<file path="src/hdl/assert_macros.svh">
// Assertion macros used by the top-level design file.
`ifndef ASSERT_MACROS_SVH
`define ASSERT_MACROS_SVH

// Same-cycle implication, checked outside reset.
`define ASSERT_IMP(label, clk, rst, ante, cons) \
  label: assert property (@(posedge clk) disable iff (rst) (ante) |-> (cons)) \
    else $error("same-cycle check failed");

// Next-cycle implication, checked outside reset.
`define ASSERT_NEXT(label, clk, rst, ante, cons) \
  label: assert property (@(posedge clk) disable iff (rst) (ante) |=> (cons)) \
    else $error("next-cycle check failed");

`endif

</file>
<file path="src/hdl/orol_pkg.sv">
// Types and constants shared by the ring offset lookup files.
package orol_pkg;

  // Field widths of the request and response transactions.
  localparam int unsigned HANDLE_W = 32;
  localparam int unsigned SIZE_W   = 16;
  localparam int unsigned OFFSET_W = 20;
  localparam int unsigned SLOT_W   = 4;
  localparam int unsigned BYTE_W   = 16;

  // Request kinds.
  localparam logic KIND_ADD  = 1'b0;
  localparam logic KIND_FIND = 1'b1;

  typedef struct packed {
    logic                kind;
    logic [HANDLE_W-1:0] entry_handle;
    logic [SIZE_W-1:0]   entry_size;
    logic [OFFSET_W-1:0] byte_offset;
  } req_t;

  typedef struct packed {
    logic                found;
    logic [SLOT_W-1:0]   slot_index;
    logic [HANDLE_W-1:0] found_handle;
    logic [BYTE_W-1:0]   byte_within_entry;
    logic                replaced_valid;
    logic [HANDLE_W-1:0] replaced_handle;
  } rsp_t;

  // Status flags of the sequencer.
  typedef struct packed {
    logic full;
    logic ptr_eq;
    logic idle;
    logic pend;
  } status_t;

endpackage

</file>
<file path="src/hdl/orol_req_if.sv">
// Request channel interface: valid, ready and the request payload.
interface orol_req_if;
  logic          valid;
  logic          ready;
  orol_pkg::req_t data;

  modport source (output valid, output data, input ready);
  modport sink (input valid, input data, output ready);
endinterface

</file>
<file path="src/hdl/orol_rsp_if.sv">
// Response channel interface: valid, ready and the response payload.
interface orol_rsp_if;
  logic          valid;
  logic          ready;
  orol_pkg::rsp_t data;

  modport source (output valid, output data, input ready);
  modport sink (input valid, input data, output ready);
endinterface

</file>
<file path="src/hdl/orol_ring_mem.sv">
// Ring entry memory: one write port and one registered read port.
module orol_ring_mem #(
  parameter int unsigned DEPTH = 16,
  parameter int unsigned WIDTH = 48
) (
  input  logic                     clk,
  input  logic                     we,
  input  logic [$clog2(DEPTH)-1:0] waddr,
  input  logic [WIDTH-1:0]         wdata,
  input  logic [$clog2(DEPTH)-1:0] raddr,
  output logic [WIDTH-1:0]         rdata
);

  logic [WIDTH-1:0] mem_q [DEPTH];

  // Write first in program order; a read of the same entry in the same cycle sees old data.
  always_ff @(posedge clk) begin
    if (we) begin
      mem_q[waddr] <= wdata;
    end
    rdata <= mem_q[raddr];
  end

endmodule

</file>
<file path="src/hdl/orol_seq.sv">
// Sequencer: ring pointers, add and find walks over the entry memory, result holding.
module orol_seq #(
  parameter int unsigned DEPTH       = 16,
  parameter int unsigned LENGTH_BITS = 16,
  parameter int unsigned HANDLE_BITS = 32
) (
  input  logic                                clk,
  input  logic                                rst,
  input  logic                                req_valid,
  input  orol_pkg::req_t                      req_data,
  output logic                                req_ready,
  input  logic                                res_take,
  output logic                                res_pend,
  output orol_pkg::rsp_t                      res_data,
  output orol_pkg::status_t                   status,
  output logic                                mem_we,
  output logic [$clog2(DEPTH)-1:0]            mem_waddr,
  output logic [HANDLE_BITS+LENGTH_BITS-1:0]  mem_wdata,
  output logic [$clog2(DEPTH)-1:0]            mem_raddr,
  input  logic [HANDLE_BITS+LENGTH_BITS-1:0]  mem_rdata
);

  localparam int unsigned PTR_W   = $clog2(DEPTH);
  localparam int unsigned CNT_W   = $clog2(DEPTH + 1);
  localparam int unsigned SPAN_W  = PTR_W + 1;
  localparam int unsigned SUM_W   = LENGTH_BITS + CNT_W;
  localparam int unsigned ACC_W   = (SUM_W > orol_pkg::OFFSET_W) ? SUM_W : orol_pkg::OFFSET_W;
  localparam int unsigned ENTRY_W = HANDLE_BITS + LENGTH_BITS;
  localparam logic [PTR_W-1:0] LAST_SLOT = PTR_W'(DEPTH - 1);

  typedef enum logic [1:0] {
    S_IDLE,
    S_REPL,
    S_WALK
  } state_t;

  state_t             state;
  logic [PTR_W-1:0]   wp;
  logic [PTR_W-1:0]   rp;
  logic               full;
  logic               pend;
  orol_pkg::rsp_t     res;
  logic [PTR_W-1:0]   cur;
  logic [CNT_W-1:0]   remain;
  logic [ACC_W-1:0]   acc;
  logic [ACC_W-1:0]   target;
  logic [ENTRY_W-1:0] new_entry;

  logic                   accept;
  logic [ENTRY_W-1:0]     req_entry;
  logic [SPAN_W-1:0]      span;
  logic [CNT_W-1:0]       count;
  logic [HANDLE_BITS-1:0] rd_handle;
  logic [LENGTH_BITS-1:0] rd_len;
  logic [ACC_W-1:0]       sum;
  logic                   hit;
  logic [PTR_W-1:0]       wp_inc;
  logic [PTR_W-1:0]       rp_inc;
  logic [PTR_W-1:0]       cur_inc;
  orol_pkg::rsp_t         repl_res;
  orol_pkg::rsp_t         hit_res;

  function automatic logic [PTR_W-1:0] next_ptr(input logic [PTR_W-1:0] p);
    return (p == LAST_SLOT) ? '0 : p + 1'b1;
  endfunction

  // Handshake and incoming entry.
  assign req_ready = (state == S_IDLE) && !pend;
  assign accept    = req_valid && req_ready;
  assign req_entry = {HANDLE_BITS'(req_data.entry_handle), LENGTH_BITS'(req_data.entry_size)};

  assign wp_inc  = next_ptr(wp);
  assign rp_inc  = next_ptr(rp);
  assign cur_inc = next_ptr(cur);

  // Number of stored entries.
  assign span  = (wp >= rp) ? SPAN_W'(wp) - SPAN_W'(rp)
                            : SPAN_W'(wp) + SPAN_W'(DEPTH) - SPAN_W'(rp);
  assign count = full ? CNT_W'(DEPTH) : CNT_W'(span);

  // Memory access: the idle cycle reads the oldest entry, the walk reads one slot ahead.
  assign mem_raddr = (state == S_WALK) ? cur_inc : rp;
  assign mem_waddr = wp;
  assign mem_we    = (accept && (req_data.kind == orol_pkg::KIND_ADD) && !full)
                   || (state == S_REPL);
  assign mem_wdata = (state == S_REPL) ? new_entry : req_entry;

  // Entry read back and the running length sum.
  assign rd_handle = mem_rdata[ENTRY_W-1:LENGTH_BITS];
  assign rd_len    = mem_rdata[LENGTH_BITS-1:0];
  assign sum       = acc + ACC_W'(rd_len);
  assign hit       = target < sum;

  // Result words for the overwrite and the found cases.
  always_comb begin
    repl_res                 = '0;
    repl_res.replaced_valid  = 1'b1;
    repl_res.replaced_handle = orol_pkg::HANDLE_W'(rd_handle);
    hit_res                   = '0;
    hit_res.found             = 1'b1;
    hit_res.slot_index        = orol_pkg::SLOT_W'(cur);
    hit_res.found_handle      = orol_pkg::HANDLE_W'(rd_handle);
    hit_res.byte_within_entry = orol_pkg::BYTE_W'(target - acc);
  end

  // State, pointers and the held result.
  always_ff @(posedge clk) begin
    if (rst) begin
      state <= S_IDLE;
      wp    <= '0;
      rp    <= '0;
      full  <= 1'b0;
      pend  <= 1'b0;
    end else begin
      if (res_take) begin
        pend <= 1'b0;
      end
      unique case (state)
        S_IDLE: begin
          if (accept) begin
            if (req_data.kind == orol_pkg::KIND_ADD) begin
              if (full) begin
                new_entry <= req_entry;
                state     <= S_REPL;
              end else begin
                wp   <= wp_inc;
                full <= (wp_inc == rp);
                res  <= '0;
                pend <= 1'b1;
              end
            end else begin
              target <= ACC_W'(req_data.byte_offset);
              acc    <= '0;
              cur    <= rp;
              remain <= count;
              if (count == '0) begin
                res  <= '0;
                pend <= 1'b1;
              end else begin
                state <= S_WALK;
              end
            end
          end
        end
        S_REPL: begin
          res   <= repl_res;
          pend  <= 1'b1;
          rp    <= rp_inc;
          wp    <= wp_inc;
          state <= S_IDLE;
        end
        S_WALK: begin
          if (hit) begin
            res   <= hit_res;
            pend  <= 1'b1;
            state <= S_IDLE;
          end else if (remain == CNT_W'(1)) begin
            res   <= '0;
            pend  <= 1'b1;
            state <= S_IDLE;
          end else begin
            acc    <= sum;
            cur    <= cur_inc;
            remain <= remain - 1'b1;
          end
        end
        default: begin
          state <= S_IDLE;
        end
      endcase
    end
  end

  assign res_pend = pend;
  assign res_data = res;

  assign status.full   = full;
  assign status.ptr_eq = (wp == rp);
  assign status.idle   = (state == S_IDLE);
  assign status.pend   = pend;

endmodule

</file>
<file path="src/hdl/overwriting_ring_offset_lookup.sv">
// Top level of the overwriting ring with byte-offset lookup.
// Each request transaction gives exactly one response transaction. An add holds its result
// in the sequencer at the edge that accepts it, or after a pass through the replace state
// when the ring is full, because the oldest entry must first be read from the entry memory
// before it is overwritten. A find checks one stored entry per cycle, oldest first, because
// the walk reads one length a cycle through the single read port of the entry memory; its
// result is held once the matching entry or the last stored entry has been checked, or at
// once when the ring is empty. The result then passes through the output register before
// the response is valid, and the next request is taken the cycle after the result has moved
// there, even while the response waits. The entry memory needs no clearing after reset:
// only entries between the read and write pointers are ever used.
`include "assert_macros.svh"

module overwriting_ring_offset_lookup #(
  parameter int unsigned DEPTH       = 16,
  parameter int unsigned LENGTH_BITS = 16,
  parameter int unsigned HANDLE_BITS = 32
) (
  input logic        clk,
  input logic        rst,
  orol_req_if.sink   req,
  orol_rsp_if.source rsp
);

  localparam int unsigned PTR_W   = $clog2(DEPTH);
  localparam int unsigned ENTRY_W = HANDLE_BITS + LENGTH_BITS;

  logic               res_pend;
  logic               res_take;
  orol_pkg::rsp_t     res_data;
  orol_pkg::status_t  status;
  logic               mem_we;
  logic [PTR_W-1:0]   mem_waddr;
  logic [ENTRY_W-1:0] mem_wdata;
  logic [PTR_W-1:0]   mem_raddr;
  logic [ENTRY_W-1:0] mem_rdata;

  orol_ring_mem #(
    .DEPTH (DEPTH),
    .WIDTH (ENTRY_W)
  ) u_mem (
    .clk   (clk),
    .we    (mem_we),
    .waddr (mem_waddr),
    .wdata (mem_wdata),
    .raddr (mem_raddr),
    .rdata (mem_rdata)
  );

  orol_seq #(
    .DEPTH       (DEPTH),
    .LENGTH_BITS (LENGTH_BITS),
    .HANDLE_BITS (HANDLE_BITS)
  ) u_seq (
    .clk       (clk),
    .rst       (rst),
    .req_valid (req.valid),
    .req_data  (req.data),
    .req_ready (req.ready),
    .res_take  (res_take),
    .res_pend  (res_pend),
    .res_data  (res_data),
    .status    (status),
    .mem_we    (mem_we),
    .mem_waddr (mem_waddr),
    .mem_wdata (mem_wdata),
    .mem_raddr (mem_raddr),
    .mem_rdata (mem_rdata)
  );

  // Output register: loads a held result whenever it is empty or being emptied.
  assign res_take = res_pend && (!rsp.valid || rsp.ready);

  always_ff @(posedge clk) begin
    if (rst) begin
      rsp.valid <= 1'b0;
    end else if (res_take) begin
      rsp.valid <= 1'b1;
      rsp.data  <= res_data;
    end else if (rsp.ready) begin
      rsp.valid <= 1'b0;
    end
  end

  // A full ring always has its pointers together.
  `ASSERT_IMP(a_full_ptr_eq, clk, rst, status.full, status.ptr_eq)
  // A held result is never dropped before the output register takes it.
  `ASSERT_NEXT(a_pend_held, clk, rst, status.pend && !res_take, status.pend)
  // A result taken from the sequencer shows up as a response transaction.
  `ASSERT_NEXT(a_take_shows, clk, rst, res_take, rsp.valid)
  // A response reports either a find hit or an overwrite, never both.
  `ASSERT_IMP(a_kind_excl, clk, rst, rsp.valid,
              !(rsp.data.found && rsp.data.replaced_valid))
  // A request is only accepted by an idle sequencer with no result held.
  `ASSERT_IMP(a_accept_idle, clk, rst, req.valid && req.ready, status.idle && !status.pend)

endmodule

</file>
<file path="src/flat_wrapper.sv">
// flat-port wrapper written by rule: the top's interface ports become plain ports
module overwriting_ring_offset_lookup_flat 
#(
  parameter int unsigned DEPTH       = 16,
  parameter int unsigned LENGTH_BITS = 16,
  parameter int unsigned HANDLE_BITS = 32
)
  (clk, rst, req_valid, req_data, req_ready, rsp_valid, rsp_data, rsp_ready);
  orol_req_if req_i ();
  orol_rsp_if rsp_i ();
  input logic clk;
  input logic rst;
  input wire logic [$bits(req_i.valid)-1:0] req_valid;
  input wire logic [$bits(req_i.data)-1:0] req_data;
  output wire logic [$bits(req_i.ready)-1:0] req_ready;
  output wire logic [$bits(rsp_i.valid)-1:0] rsp_valid;
  output wire logic [$bits(rsp_i.data)-1:0] rsp_data;
  input wire logic [$bits(rsp_i.ready)-1:0] rsp_ready;
  assign req_i.valid = req_valid;
  assign req_i.data = req_data;
  assign req_ready = req_i.ready;
  assign rsp_valid = rsp_i.valid;
  assign rsp_data = rsp_i.data;
  assign rsp_i.ready = rsp_ready;
  overwriting_ring_offset_lookup #(.DEPTH(DEPTH), .LENGTH_BITS(LENGTH_BITS), .HANDLE_BITS(HANDLE_BITS)) u_core (.clk(clk), .rst(rst), .req(req_i), .rsp(rsp_i));
endmodule
</file>
<file path="config.mk">
export PLATFORM = sky130hd
export DESIGN_NAME = overwriting_ring_offset_lookup_flat
export DESIGN_NICKNAME = d
export VERILOG_FILES = /design/src/hdl/orol_pkg.sv /design/src/hdl/orol_req_if.sv /design/src/hdl/orol_rsp_if.sv /design/src/hdl/orol_ring_mem.sv /design/src/hdl/orol_seq.sv /design/src/hdl/overwriting_ring_offset_lookup.sv /design/src/flat_wrapper.sv
export VERILOG_INCLUDE_DIRS = /design/src /design/src/hdl
export SDC_FILE = /design/constraint.sdc
export NUM_CORES = 1
export LEC_CHECK = 0
export ABC_AREA = 1
export ABC_CLOCK_PERIOD_IN_PS = 11650
export BUFFER_PORTS_ARGS = -buffer_cell sky130_fd_sc_hd__buf_4
export CORE_MARGIN = 5
export CORE_UTILIZATION = 49
export DETAILED_ROUTE_END_ITERATION = 8
export PLACE_DENSITY_LB_ADDON = 0.05
export SLEW_MARGIN = 20
export SYNTH_ARGS = -nofsm -noshare
export SYNTH_HDL_FRONTEND = slang
export SYNTH_HIERARCHICAL = 1
export SYNTH_SLANG_ARGS = --single-unit
</file>
<file path="constraint.sdc">
create_clock -name clk -period 11.65 [get_ports clk]
set_input_delay 1.7475 -clock clk [delete_from_list [all_inputs] [get_ports clk]]
set_output_delay 1.7475 -clock clk [all_outputs]
set_load 0.005 [all_outputs]
</file>
### Yosys cells after proc, flatten, opt, wreduce, memory -nomap -nowiden

Memories as Yosys holds them, arrays and structs flattened. A register that Yosys moved wholly into a read port is not among the register bits.
Index checks and enable logic that the tools add are counted.

* reductions and logical operators: 24
* order comparisons: 2
* bitwise logic cells: 2
* $add $sub $neg: 9
* shift operators: 0
* eq/ne operators: 18
* div/mod/pow operators: 0
* multiplexer cells: 53
* multipliers: 0

Operators by type and width (count)
* $mux W86: 6
* $pmux W86 S3: 1
* $mux W21: 4
* $mux W48: 1
* $mux W4: 11
* $pmux W21 S2: 1
* $mux W5: 6
* $add A21 B16 Y21: 1
* $lt A20 B21 Y1: 1
* $pmux W4 S2: 2
* $sub A16 B16 Y16: 1
* $add A4 B1 Y4 const B: 3
* $eq A4 B4 Y1 const B: 3
* $mux W1: 12
* $mux W2: 6
* $ne A2 B2 Y1 const B: 6
* $ne A3 B3 Y1 const B: 4
* $reduce_and A4 Y1: 3
* $reduce_and A6 Y1: 2
* $pmux W5 S2: 1
* $reduce_bool A2 Y1: 3
* $add A4 B5 Y5 const B: 1
* $eq A5 B1 Y1 const B: 1
* $logic_and A1 B1 Y1: 5
* other kinds (19): 23

* memories: 1
* bits in latches: 0
* bits in registers: 283
* bits in writable memories: 768
* ROM bits: 0

Memory list
* u_core.u_mem.mem_q: words 16, width 48, rd ports 1, clocked after memory_dff 1, write ports 1, RTL line orol_ring_mem.sv:14 `logic [WIDTH-1:0] mem_q [DEPTH];`

### Depth between registers and ports, before layout

* word-level depth: 9
* gate-level depth with buffers: 27
* gate-level depth less buffers: 26

### By module

The synthesis kept the hierarchy.

Modules (own cells, without submodules)
* orol_ring_mem: area each 33933.8 um^2, cells each 3165, times used 1
* orol_seq: area each 10342.4 um^2, cells each 1081, times used 1
* overwriting_ring_offset_lookup: area each 2637.5 um^2, cells each 94, times used 1

### Worst setup path before layout

Ideal clock, no wire load.

* path type: register to register
* start: register u_core.u_seq.acc[0]
* end: register u_core.u_seq.res (netlist bit u_core/u_seq/res_data[0]), enable pin
* data required time: 11.014 ns
* period minus slack after synthesis: 9.125 ns
* slack: 2.525 ns
* stages on the path, launching flop included: 22
* data arrival time: 8.489 ns
* cell sequence: edfxtp_1 -> ha_1 -> inv_1 -> fa_1 -> nor2_1 -> nor2_2 -> nor2_1 -> nor2_1 -> o21bai_1 -> xnor2_1 -> ha_1 -> a21oi_1 -> nand2_1 -> nand2_1 -> nand2_1 -> nand2_1 -> nand2_1 -> nand2_1 -> nand3_1 -> nand3_1 -> nand2_1 -> nor3_1

* cells in the longest elaborated chain, start to end: 4

Ends and longest elaborated chain
* from (decl): RTL line orol_seq.sv:45 `logic [ACC_W-1:0] acc;`
* from (signal assigned): RTL line orol_seq.sv:162 `acc <= sum;`
* $add A21 B16 Y21: RTL line orol_seq.sv:91 `assign sum = acc + ACC_W'(rd_len);`
* $lt A20 B21 Y1: RTL line orol_seq.sv:92 `assign hit = target < sum;`
* $ne A3 B2 Y1 (no line)
* $reduce_and A6 Y1 (no line)
* to (signal assigned): RTL line orol_seq.sv:146 `res <= repl_res;`
* to (signal assigned): RTL line orol_seq.sv:154 `res <= hit_res;`
* to (decl): RTL line orol_seq.sv:42 `orol_pkg::rsp_t res;`

No other way between the ends.
A chain may end at the register's enable or synchronous reset.

### Final worst setup path

* start: register u_core.u_seq.acc[4]
* end: register u_core.u_seq.res (netlist bit u_core/u_seq/res_data[23]), enable pin

The elaborated chain is that of the path after synthesis.

==> flow_summary.toml <==
[logic_synthesis]
syn-cell-area_mm2 = 0.0469
syn_nets = 4477
syn_area_per_cell_um2 = 10.8
yosysWarningCount = 6
syn_inst = 4338

[worst_setup_path]
critPathMaxFanout = 77
cp.required_ns = 11.95
crit_arrival_ns = 5.37
start_kind = "flop"
endpoint_kind = "flop"
path_class = "flop to flop"

[min_path]
hold_path_class = "flop to flop"

[sta]
timing.final.crit_period_ns = 5.07
timing.setup.tns_ns = 0
post-route-period-util = 0.435
slew_headroom = 0.252
fmax_mhz = 197
fin_hold_ws_ns = 0.417
report.final.slew_viol_count = 0
final-hold-violation-count = 0
worstMarginPinSlew_ns = 1.12
setup_viol = 0
finClkSkew_ns = 0.0242
rsz0062_at_grt = "false"
setup_slack_ns = 6.58

[clock_network]
htree_levels = 3
numClockSinks = 1099
cts_buffers = 116
post-cts-setup-buffers = 0
tritoncts = "yes"
clk_root_buffer_cell = "clkbuf_16"
cts.repair.resized = 0
holdBufCountCts = 0
clkLatencyLatePin_ns = 0.69
clock_path_buffers = 3
path_clk_slew_ns = 0.06

[layout]
area_growth_pct = 12.8
drive_gt1_frac = 0.0973
multi_input_area_mm2 = 0.0108
final_nets = 4614
ff_latch_area_mm2 = 0.0324
fill_cells = 8174

[power_and_ir_drop]
power_mw = 13.2
ir_drop_v = 0.000169
power_density_mw_per_mm2 = 249
leakage_nw = 22.4

[global_route]
grt_pass1_vias = 27900
grtUsageTotal = 0.217
antenna_found_initial = 4
grt_max_degree = 210
grt_pass1_wl_mm = 170
gr-total-overflow = 0

[placed_design]
place_congestion = 0.835
dp_hpwl_mm = 58.7
place_ws_ns = 6.64
io_buffers = 160

[die]
ios = 161
die-height_um = 319
rows = 113
die_area_mm2 = 0.102
die_w_um = 319
start_util = 0.494
core_mm2 = 0.0950

[routing]
drt_first_pass_iters = 7
drtIter0Drc = 2611
vias_per_cell = 5.04
top_layer_used = "met4"
wl_met3_mm = 6.20
drc = 0
met2_length_mm = 51.5
wl_per_cell_um = 19.2
routed_wl_mm = 112
vias = 29500
met1_length_mm = 52.0
ant_nets = 0

[job]
drv_cap = 0

[status]
outcome = "complete, no violations"
-- worst paths after layout --
| check | slack, ns | depth (start not counted) | startpoint | to |
|---|---|---|---|---|
| setup reg to reg | 6.58 | 18 | u_core/u_seq/acc[4]$_SDFFCE_PN0P_ | u_core/u_seq/res_data[23]$_DFFE_PP_ |
| hold / removal | 0.42 | 0 | u_core/u_seq/res_data[35]$_DFFE_PP_ | u_core/rsp.data[35]$_DFFE_PP_ |
| setup / recovery | 6.58 | 18 | u_core/u_seq/acc[4]$_SDFFCE_PN0P_ | u_core/u_seq/res_data[23]$_DFFE_PP_ |
| hold reg to reg | 0.42 | 0 | u_core/u_seq/res_data[35]$_DFFE_PP_ | u_core/rsp.data[35]$_DFFE_PP_ |
-- power breakdown --
part,internal [mW],switching [mW]
sequential,5.18,0.190
combinational,1.14,3.08
clock,2.12,1.48
total,8.45,4.75
-- through the flow --
stage          std cells  cell area, um2  utilization
6_report            5841           52900        0.557
5_1_grt             5839           52900        0.557
4_1_cts             5839           52900        0.557
3_5_place_dp        5622           49200        0.517
3_3_place_gp        5622           49100        0.517
2_1_floorplan       4338           46900            -
-- layer usage --
layer | GRT usage | vias to the layer above
met5 | 0 | -
met4 | 0.0512 | 0
met3 | 0.0324 | 166
met2 | 0.349 | 809
met1 | 0.315 | 14100
li1 | - | 14400
-- cells in the final DEF (no fill, tap or decap), drive strengths merged, types with 2 or more instances in the layout --
cell type and n:
a21boi 2, o211ai 3, nand2 1321, nor3 9, diode 2, nand3b 2
nand3 615, a31oi 4, ha 63, bufinv 7, a21oi 47, clkinv 27
a211oi 2, xor2 23, fa 3, clkbuf 179, buf 201, o31ai 2
edfxtp 1038, nand4 7, clkinvlp 2, o21bai 4, inv 757, nor2 140
o21ai 32, dfxtp 61, xnor2 16
-- critical path, stage by stage, from the launching register on --
cell	delay [ns]
edfxtp_1	0.39
ha_1	0.38
nand2_1	0.11
o21ai_0	0.24
nor2_1	0.10
o21ai_0	0.40
a21oi_1	0.15
xor2_1	0.27
ha_1	0.30
nand2_1	0.06
o21ai_0	0.08
nor2_1	0.10
nand2_1	0.08
nand2_1	0.07
nand3_1	0.11
nand3_1	0.15
nand2_1	0.08
nor3_2	0.67
buf_4	0.84
-- registers in the layout, summed over array words and instances, names as in the netlist --
signal and flops:
u_core/u_seq/new_entry 48, u_core/u_seq/res_pend 1, u_core/u_mem/rdata 48, u_core/u_seq/cur 4
u_core/u_seq/acc 21, u_core/u_seq/rp 4, u_core/u_seq/full 1, u_core/u_mem/mem_q 768
u_core/u_seq/target 20, u_core/u_seq/remain 5, u_core/u_seq/state 2, u_core/u_seq/mem_waddr 4
u_core/u_seq/res_data 86, u_core/rsp.data 86, u_core/rsp.valid 1
-- layout make-up --
cell class                 instances  area share
timing repair buffer             201      0.0290
tap                             1265      0.0299
inverter                         755      0.0541
sequential                      1099       0.612
multi-input combinational       2302       0.204
antenna                            2   0.0000946
clock buffer                     179      0.0634
clock inverter                    38     0.00736
No activity file was read; power rests on OpenSTA's default activity.
